<file path="config.mk">
export PLATFORM = sky130hd
export DESIGN_NAME = mtt_mod_unit
export DESIGN_NICKNAME = d
export VERILOG_FILES = /design/src/sv/assert_macros.svh /design/src/sv/mtt_pkg.sv /design/src/sv/mtt_mod_unit.sv
export SDC_FILE = /design/constraint.sdc
export NUM_CORES = 1
export LEC_CHECK = 0
export ABC_AREA = 0
export BUFFER_PORTS_ARGS = -buffer_cell sky130_fd_sc_hd__buf_4
export CORE_MARGIN = 1.5
export CORE_UTILIZATION = 50
export DETAILED_ROUTE_END_ITERATION = 8
export PLACE_DENSITY = 0.73
export SLEW_MARGIN = 20
export SYNTH_ARGS = -nofsm -noshare
export SYNTH_HDL_FRONTEND = slang
export SYNTH_SLANG_ARGS = --single-unit
</file>
<file path="constraint.sdc">
create_clock -name clock -period 3.7 [get_ports clock]
set_clock_uncertainty 0.15 [all_clocks]
set_input_delay 0.185 -clock clock [delete_from_list [all_inputs] [get_ports clock]]
set_output_delay 0.185 -clock clock [all_outputs]
set_load 0.02 [all_outputs]
</file>
<file path="src/sv/assert_macros.svh">
// assertion helpers used by the markov transition table
`ifndef ASSERT_MACROS_SVH
`define ASSERT_MACROS_SVH

// same-cycle implication, off during reset
`define MTT_ASSERT_NOW(lbl, ante, cons, msg) \
   lbl: assert property (@(posedge clock) disable iff (reset) (ante) |-> (cons)) \
      else $error(msg);

// next-cycle implication, off during reset
`define MTT_ASSERT_NEXT(lbl, ante, cons, msg) \
   lbl: assert property (@(posedge clock) disable iff (reset) (ante) |=> (cons)) \
      else $error(msg);

`endif

</file>
<file path="src/sv/mtt_pkg.sv">
// ----------------------------------------------------------------------------
// mtt_pkg
// shared constants, codes and types of the markov transition table
// ----------------------------------------------------------------------------
package mtt_pkg;

   localparam int MAX_STATES = 64;
   localparam int MAX_SUCC   = 16;
   localparam int KEY_BITS   = 16;

   localparam int IDX_W = $clog2(MAX_STATES);
   localparam int TOT_W = IDX_W + 1;
   localparam int SUC_W = (MAX_SUCC > 1) ? $clog2(MAX_SUCC) : 1;
   localparam int LEN_W = $clog2(MAX_SUCC + 1);
   localparam int CNT_W = 16;
   localparam int SUM_W = CNT_W + SUC_W;
   localparam int RND_W = 31;
   localparam int KEY_W = 16;

   typedef enum logic [1:0] {
      OP_ADD   = 2'd0,
      OP_COUNT = 2'd1,
      OP_NEXT  = 2'd2,
      OP_FIRST = 2'd3
   } opcode_type;

   typedef enum logic [1:0] {
      ST_OK     = 2'd0,
      ST_FULL   = 2'd1,
      ST_EMPTY  = 2'd2,
      ST_ABSENT = 2'd3
   } status_type;

   typedef struct packed {
      logic             done;
      logic             busy;
      logic [SUM_W-1:0] rem;
   } mod_result_type;

endpackage

</file>
<file path="src/sv/mtt_mod_unit.sv">
// ----------------------------------------------------------------------------
// mtt_mod_unit
// restoring remainder unit, one dividend bit per cycle
// ----------------------------------------------------------------------------
module mtt_mod_unit
   import mtt_pkg::*;
(
   input  logic                 clock,
   input  logic                 reset,
   input  logic                 start,
   input  logic [RND_W-1:0]     dividend,
   input  logic [SUM_W-1:0]     divisor,
   output mod_result_type       result
);

   localparam int CNT_BITS = $clog2(RND_W + 1);

   logic [RND_W-1:0]    div_ff, div_in;
   logic [SUM_W-1:0]    rem_ff, rem_in;
   logic [SUM_W-1:0]    dsr_ff, dsr_in;
   logic [CNT_BITS-1:0] cnt_ff, cnt_in;
   logic                busy_ff, busy_in;
   logic                done_ff, done_in;
   logic [SUM_W:0]      shifted;

   assign shifted = {rem_ff, div_ff[RND_W-1]};

   always_comb begin
      div_in  = div_ff;
      rem_in  = rem_ff;
      dsr_in  = dsr_ff;
      cnt_in  = cnt_ff;
      busy_in = busy_ff;
      done_in = 1'b0;
      if (start) begin
         div_in  = dividend;
         rem_in  = '0;
         dsr_in  = divisor;
         cnt_in  = CNT_BITS'(RND_W);
         busy_in = 1'b1;
      end else if (busy_ff) begin
         if (shifted >= {1'b0, dsr_ff}) begin
            rem_in = SUM_W'(shifted - {1'b0, dsr_ff});
         end else begin
            rem_in = shifted[SUM_W-1:0];
         end
         div_in = {div_ff[RND_W-2:0], 1'b0};
         cnt_in = cnt_ff - 1'b1;
         if (cnt_ff == CNT_BITS'(1)) begin
            busy_in = 1'b0;
            done_in = 1'b1;
         end
      end
   end

   always_ff @(posedge clock) begin
      if (reset) begin
         busy_ff <= 1'b0;
         done_ff <= 1'b0;
         cnt_ff  <= '0;
      end else begin
         busy_ff <= busy_in;
         done_ff <= done_in;
         cnt_ff  <= cnt_in;
      end
      div_ff <= div_in;
      rem_ff <= rem_in;
      dsr_ff <= dsr_in;
   end

   assign result.done = done_ff;
   assign result.busy = busy_ff;
   assign result.rem  = rem_ff;

endmodule
</file>
==> insert_results.sql, run 1 <==
INSERT INTO impl_metrics (metric_group, metric, value, unit) VALUES
('status', 'run_status', 'completed', ''),
('place', 'port_buffers', '75', ''),
('floorplanning', 'die_y', '98.4', 'um'),
('detailed_routing', 'post_drt_wl_per_cell', '16.1', 'um'),
('final_layout', 'post_layout_nonfiller_instances', '660', ''),
('final_layout', 'top_library_cells_by_usage_in_the_layout_fill_and_taps_aside', '80 x buf_4, 52 x dlygate4sd3_1, 51 x edfxtp_1', ''),
('timing', 'final.setup.worst_slack', '0.674', 'ns'),
('clock_tree', 'ctsResizeCount', '0', ''),
('hold_path', 'timing.hold.worst.class', 'input pin to flip-flop', ''),
('synthesis', 'synth-compound-area-share', '0.170', ''),
('timing', 'final.setup.tns', '0', 'ns'),
('worst_setup_path', 'worst_ep_required_time', '3.80', 'ns'),
('detailed_routing', 'final_antenna_net_count', '0', ''),
('final_layout', 'layout.cells.most_common', 'buf_4', ''),
('synthesis', 'ys_dominant_reg_cell', 'edfxtp_1', ''),
('synthesis', 'yosys.cell_types.count', '64', ''),
('floorplanning', 'die_width', '98.4', 'um'),
('power', 'pwr_density_cell', '386', 'nW/um^2'),
('synthesis', 'synth_enable_flop_cells', '51', ''),
('worst_setup_path', 'startpoint_type', 'flip-flop', ''),
('worst_setup_path', 'critPathMaxStageDelay', '0.51', 'ns'),
('synthesis', 'main_combinational_cell_family_by_area_after_synthesis', 'compound AO/OA/AOI/OAI gates', ''),
('synthesis', 'asyncSetResetFlopFracSynth', '0', ''),
('timing', 'hold_viol_final', '0', ''),
('worst_setup_path', 'cp-end-kind', 'flip-flop', ''),
('clock_tree', 'clk-insertion-delay-late', '0.36', 'ns'),
('detailed_routing', 'detail_route.drc_violations', '0', ''),
('timing', 'post-route-period-util', '0.818', ''),
('worst_setup_path', 'cp-startpoint', 'div_ff[30]', ''),
('worst_setup_path', 'worst-path-buf-inv', '2', ''),
('grt', 'wire_length_of_the_first_global_routing_pass', '17500', 'um'),
('final_layout', 'fillers', '685', ''),
('place', 'place.detailed.hpwl', '7000', 'um'),
('worst_setup_path', 'worst_path_max_delay_cell', 'or4_1', ''),
('grt', 'grt_pass1_vias', '3655', ''),
('timing', 'layout_min_cycle_time', '3.03', 'ns'),
('detailed_routing', 'via_count', '3683', ''),
('worst_setup_path', 'path_common_cell', 'inv_1', ''),
('floorplanning', 'initial_utilization', '0.520', ''),
('worst_setup_path', 'timing.rr.end', 'rem_ff[16]', ''),
('timing', 'tightestPinTransition', '0.914', 'ns'),
('synthesis', 'yosys_register_bits', '78', ''),
('grt', 'pin_count_of_the_biggest_net_entering_global_routing', '50', ''),
('timing', 'setup_violations', '0', ''),
('clock_tree', 'cts_inserted_buffers', '9', ''),
('worst_setup_path', 'timing_worst_setup_path_type', 'flip-flop to flip-flop', ''),
('synthesis', 'synth.mux.area_fraction', '0.0764', ''),
('power', 'cellLeakagePower', '2.41', 'nW'),
('synthesis', 'ys_warn_count', '0', ''),
('timing', 'worst_slew_margin_rel', '0.391', ''),
('place', 'pre_cts_slack', '0.748', 'ns'),
('worst_setup_path', 'r2r_setup_slack', '0.67', 'ns'),
('clock_tree', 'clock_sinks', '78', ''),
('clock_tree', 'htreeDepth', '3', ''),
('place', 'numPlacedInstances', '592', ''),
('synthesis', 'synth_instances', '430', ''),
('worst_setup_path', 'path_delay_family', 'compound AO/OA/AOI/OAI gates', ''),
('synthesis', 'synth_sequential_area_ratio', '0.455', ''),
('power', 'vdd_ir_drop_max', '377', 'uV'),
('final_layout', 'layout-area-overhead-vs-synth', '27.4', '%'),
('hold_path', 'hold_path_depth', '3', ''),
('final_layout', 'multiInputGateArea', '2150', 'sq um'),
('final_layout', 'area.sequential', '2070', 'sq um'),
('detailed_routing', 'iteration_0_drc_count_of_the_detailed_router', '140', ''),
('worst_setup_path', 'worst_r2r_path_depth', '11', ''),
('clock_tree', 'post_cts_clock_slew_at_the_launch_and_capture_registers_of_the_worst_setup_and_hold_paths', '0.09', 'ns'),
('floorplanning', 'core_area', '8760', 'sq um'),
('detailed_routing', 'detailedRoute.firstPassIterationCount', '4', ''),
('clock_tree', 'tritoncts_clock_tree', 'built', ''),
('synthesis', 'syn_avg_cell_area', '10.6', 'sq um'),
('worst_setup_path', 'critPathMaxFanout', '6', '');
[worst min-delay path: cells and delay by family]
kind	cells	cell delay, ns
buf+inv	1	0.27
simple gates	2	0.20
[repair_timing]
item,4_1_cts,5_1_grt
hold buffers,52,0
setup buffers,0,0
hold endpoints to repair,58,0
setup endpoints to repair,0,0
[worst max path at each step]
| stage | endpoint | cells after the start |
|---|---|---|
| 3_5_place_dp | rem_ff[16] | 11 |
| 2_1_floorplan | rem_ff[16] | 11 |
| 6_report | rem_ff[16] | 11 |
| 4_1_cts | rem_ff[16] | 11 |
| 5_1_grt | rem_ff[16] | 11 |
| 3_3_place_gp | rem_ff[16] | 11 |
[sequential cells by signal (all words and copies together), names as in the netlist]
signal and cells:
busy_ff 1, cnt_ff 5, div_ff 31, done_ff 1
dsr_ff 20, rem_ff 20
[synth_stat cells (5+ instances only)]
| cell type | n | area [sq um] |
|---|---|---|
| edfxtp_1 | 51 | 1530 |
| nor2_1 | 41 | 154 |
| inv_1 | 31 | 116 |
| mux2_2 | 30 | 338 |
| dfxtp_1 | 27 | 541 |
| nand2_1 | 25 | 93.8 |
| ha_1 | 22 | 275 |
| o21ai_0 | 21 | 105 |
| a21oi_1 | 18 | 90.1 |
| nand3_1 | 17 | 85.1 |
| a311oi_1 | 12 | 105 |
| xnor2_1 | 9 | 78.8 |
| nor3_1 | 7 | 35.0 |
| xor2_1 | 7 | 61.3 |
| a21o_1 | 6 | 45.0 |
| buf_2 | 6 | 30.0 |
| clkbuf_8 | 6 | 82.6 |
| clkbuf_1 | 5 | 18.8 |
| o211ai_1 | 5 | 37.5 |
[cell type report]
| cell class | count | share of cell area |
|---|---|---|
| Multi-Input combinational cell | 295 | 0.371 |
| Sequential cell | 78 | 0.357 |
| Timing Repair Buffer | 132 | 0.193 |
| Tap cell | 108 | 0.0233 |
| Clock buffer | 9 | 0.0214 |
| Inverter | 31 | 0.0201 |
| Clock inverter | 7 | 0.0140 |
[cells by family after synthesis]
kind of cell             Yosys count
flip-flops                        78
AO/OA/AOI/OAI                    106
multiplexers                      31
XOR/XNOR                          16
buffers and inverters             57
AND/OR/NAND/NOR                  119
adder cells (fa/ha/maj)           23
[per-stage QoR]
stage / instance area, sq um / hold slack, ns
global placement: 5070 / 0.213
global route: 5800 / 0.228
detailed placement: 5070 / 0.214
CTS: 5800 / 0.205
floorplan: 4550 / 0.107
finish: 5800 / 0.196
[metal layers]
| layer | global-route usage | share of wire | vias to the layer above |
|---|---|---|---|
| li1 | - | - | 1815 |
| met1 | 0.281 | 0.44 | 1742 |
| met2 | 0.387 | 0.50 | 110 |
| met3 | 0.0567 | 0.055 | 16 |
| met4 | 0.0531 | 0.014 | 0 |
| met5 | 0 | 0 | - |
[power by group]
part | switching [W] | leakage [nW] | internal (W)
Sequential | 0.0000374 | 0.730 | 0.00101
Clock | 0.000350 | 0.0940 | 0.000320
Combinational | 0.000265 | 1.58 | 0.000253
Total | 0.000653 | 2.41 | 0.00158
No activity file was read; power rests on OpenSTA's default activity.
==> inputs of run 2 (changes only) <==
Clock period 3.7 ns to 2.9 ns, I/O delays scaled along.
==> run 2 against run 1 <==
  * Power rose by 29%
  * Clock power rose by 24%
  * Sequential power rose by 28%
  * Hold slack got worse by 0.097 ns
  * Design area rose by 3.5%
  * Critical path type unchanged
  * Via count rose by 3.4%
  * Register-to-register slack got worse by 0.52 ns
  * Sequential share of layout area fell by 1.2 points
  * Global-route usage rose by 1.3 points
  * Clock-buffer cell count did not move
==> insert_results.sql, run 2 (synthesized netlist as in run 1, its figures left out) <==
INSERT INTO impl_metrics (metric_group, metric, value, unit) VALUES
('status', 'run_status', 'completed', ''),
('floorplanning', 'ioPinCount', '76', ''),
('grt', 'antenna_found_initial', '0', ''),
('detailed_routing', 'post_drt_wl_per_cell', '16.3', 'um'),
('worst_setup_path', 'critPathMaxFanout', '3', ''),
('place', 'port_buffers', '75', ''),
('final_layout', 'biggestRegsByFlops', 'div_ff x31, dsr_ff x20, rem_ff x20', ''),
('worst_setup_path', 'r2r-start', 'div_ff[30]', ''),
('worst_setup_path', 'cp-startpoint', 'div_ff[30]', ''),
('place', 'numPlacedInstances', '618', ''),
('floorplanning', 'initial_utilization', '0.520', ''),
('final_layout', 'nNetsFinal', '650', ''),
('clock_tree', 'post_cts.repair.setup_buffers', '0', ''),
('grt', 'gr_util_all_layers', '0.237', ''),
('worst_setup_path', 'cp-end-kind', 'flip-flop', ''),
('timing', 'hold_viol_final', '0', ''),
('detailed_routing', 'detail_route.drc_violations', '0', ''),
('grt', 'globalRouteMet2Util', '0.410', ''),
('clock_tree', 'clock-root-buffer', 'clkbuf_8', ''),
('floorplanning', 'core_area', '8760', 'sq um'),
('final_layout', 'share_of_post_route_cells_with_drive_strength_above_1', '0.296', ''),
('power', 'cellLeakagePower', '2.53', 'nW'),
('clock_tree', 'longest_clk_path_bufs', '2', ''),
('clock_tree', 'tritoncts_clock_tree', 'built', ''),
('detailed_routing', 'drt-total-wl', '11200', 'um'),
('final_layout', 'most_flop_heavy_register', 'div_ff', ''),
('detailed_routing', 'final_antenna_net_count', '0', ''),
('grt', 'globalRoute.busiestLayer', 'met2', ''),
('place', 'place.detailed.hpwl', '7510', 'um'),
('hold_path', 'timing.hold.worst.class', 'input pin to flip-flop', ''),
('detailed_routing', 'via_count', '3810', ''),
('timing', 'layout_min_cycle_time', '2.74', 'ns'),
('clock_tree', 'cts_inserted_buffers', '9', ''),
('final_layout', 'n_antenna_cell', '0', ''),
('final_layout', 'layout-area-overhead-vs-synth', '31.8', '%'),
('final_layout', 'top_library_cells_by_usage_in_the_layout_fill_and_taps_aside', '106 x buf_4, 52 x dlygate4sd3_1, 51 x edfxtp_1', ''),
('power', 'pwr_density_cell', '481', 'nW/um^2'),
('grt', 'grt_pass1_vias', '3831', ''),
('timing', 'tightestPinTransition', '0.742', 'ns'),
('hold_path', 'holdCritStartpoint', 'start', ''),
('floorplanning', 'die_width', '98.4', 'um'),
('timing', 'final.setup.tns', '0', 'ns'),
('final_layout', 'largest_register_ffs', '31', ''),
('detailed_routing', 'drt-vias-per-instance', '5.55', ''),
('final_layout', 'post_layout_nonfiller_instances', '686', ''),
('detailed_routing', 'detailedRoute.firstPassIterationCount', '5', ''),
('grt', 'grt_remaining_overflow', '0', ''),
('timing', 'post-route-period-util', '0.945', ''),
('clock_tree', 'clk-insertion-delay-late', '0.36', 'ns'),
('place', 'place.gp.congestion', '0.900', ''),
('timing', 'maxClockFrequency', '365', 'MHz'),
('grt', 'met3_capacity_usage_during_global_routing', '0.0553', ''),
('timing', 'setup_violations', '0', ''),
('detailed_routing', 'iteration_0_drc_count_of_the_detailed_router', '199', ''),
('grt', 'pin_count_of_the_biggest_net_entering_global_routing', '43', ''),
('floorplanning', 'die_y', '98.4', 'um'),
('floorplanning', 'die-area', '9690', 'sq um'),
('floorplanning', 'placement_rows', '34', ''),
('clock_tree', 'post_cts_clock_slew_at_the_launch_and_capture_registers_of_the_worst_setup_and_hold_paths', '0.08', 'ns'),
('grt', 'grtUsageMet1', '0.292', ''),
('worst_setup_path', 'arrival', '2.84', 'ns'),
('worst_setup_path', 'worst_ep_required_time', '3.00', 'ns'),
('grt', 'wire_length_of_the_first_global_routing_pass', '18300', 'um'),
('clock_tree', 'clock_sinks', '78', ''),
('worst_setup_path', 'startpoint_type', 'flip-flop', ''),
('worst_setup_path', 'timing_worst_setup_path_type', 'flip-flop to flip-flop', ''),
('timing', 'worst_slew_margin_rel', '0.504', ''),
('power', 'vdd_ir_drop_max', '264', 'uV'),
('timing', 'timing.final.max_slew_violations', '0', ''),
('clock_tree', 'htreeDepth', '3', ''),
('final_layout', 'layout.cells.most_common', 'buf_4', ''),
('timing', 'rsz0062_at_grt', 'false', ''),
('run', 'cap_violations', '0', ''),
('final_layout', 'fillers', '680', '');
run 2: where the power goes:
group	switching, W	internal [W]
Clock	0.000430	0.000400
Combinational	0.000358	0.000361
Sequential	0.0000496	0.00129
Total	0.000838	0.00205
run 2: cell type report:
class                           instances  area [sq um]  share of cell area
Clock buffer                            9           124              0.0206
Timing Repair Buffer                  158          1320               0.219
Tap cell                              108           135              0.0225
Multi-Input combinational cell        295          2170               0.361
Sequential cell                        78          2070               0.345
Clock inverter                          7          72.6              0.0121
Inverter                               31           116              0.0194
run 2: layer usage:
metal  vias up  share of wire  wire [um]
li1       1862              -          -
met5         -              0          0
met1      1826           0.43       4840
met3        18          0.052        579
met4         0          0.016        177
met2       104           0.50       5610
run 2: path summary, 6_finish.rpt:
path,to,slack [ns],depth (start not counted)
hold / removal,dsr_ff[1],0.1,1
setup / recovery,rem_ff[16],0.16,11
setup reg to reg,rem_ff[16],0.16,11
hold reg to reg,rem_ff[9],0.38,2
run 2: repair_timing:
action,4_1_cts,5_1_grt
hold buffers,52,0
endpoints found under the hold margin,58,0
pin swaps,0,1
setup endpoints to repair,1,5
resized for setup,1,3
run 2: critical path, stage by stage (launching register included):
cell and delay (ns):
edfxtp_1 0.39, inv_1 0.08, ha_1 0.16, inv_1 0.06, fa_2 0.37, a211oi_2 0.25
o21bai_1 0.15, o22ai_2 0.16, a2111oi_1 0.13, or4_1 0.49, a22oi_1 0.18, o31ai_1 0.08
run 2: metrics by stage:
| step | setup WS [ns] | utilization | total power, W | hold slack, ns | area, sq um |
|---|---|---|---|---|---|
| 5_1_grt | 0.0232 | 0.685 | 0.00303 | 0.0984 | 6000 |
| 4_1_cts | 0.0322 | 0.684 | 0.00290 | 0.0763 | 5990 |
| 6_report | 0.158 | 0.685 | 0.00289 | 0.0993 | 6000 |
| 2_1_floorplan | 0.202 | - | 0.00179 | 0.0674 | 4550 |
| 3_3_place_gp | 0.154 | 0.601 | 0.00199 | 0.173 | 5270 |
| 3_5_place_dp | 0.0740 | 0.601 | 0.00201 | 0.175 | 5270 |
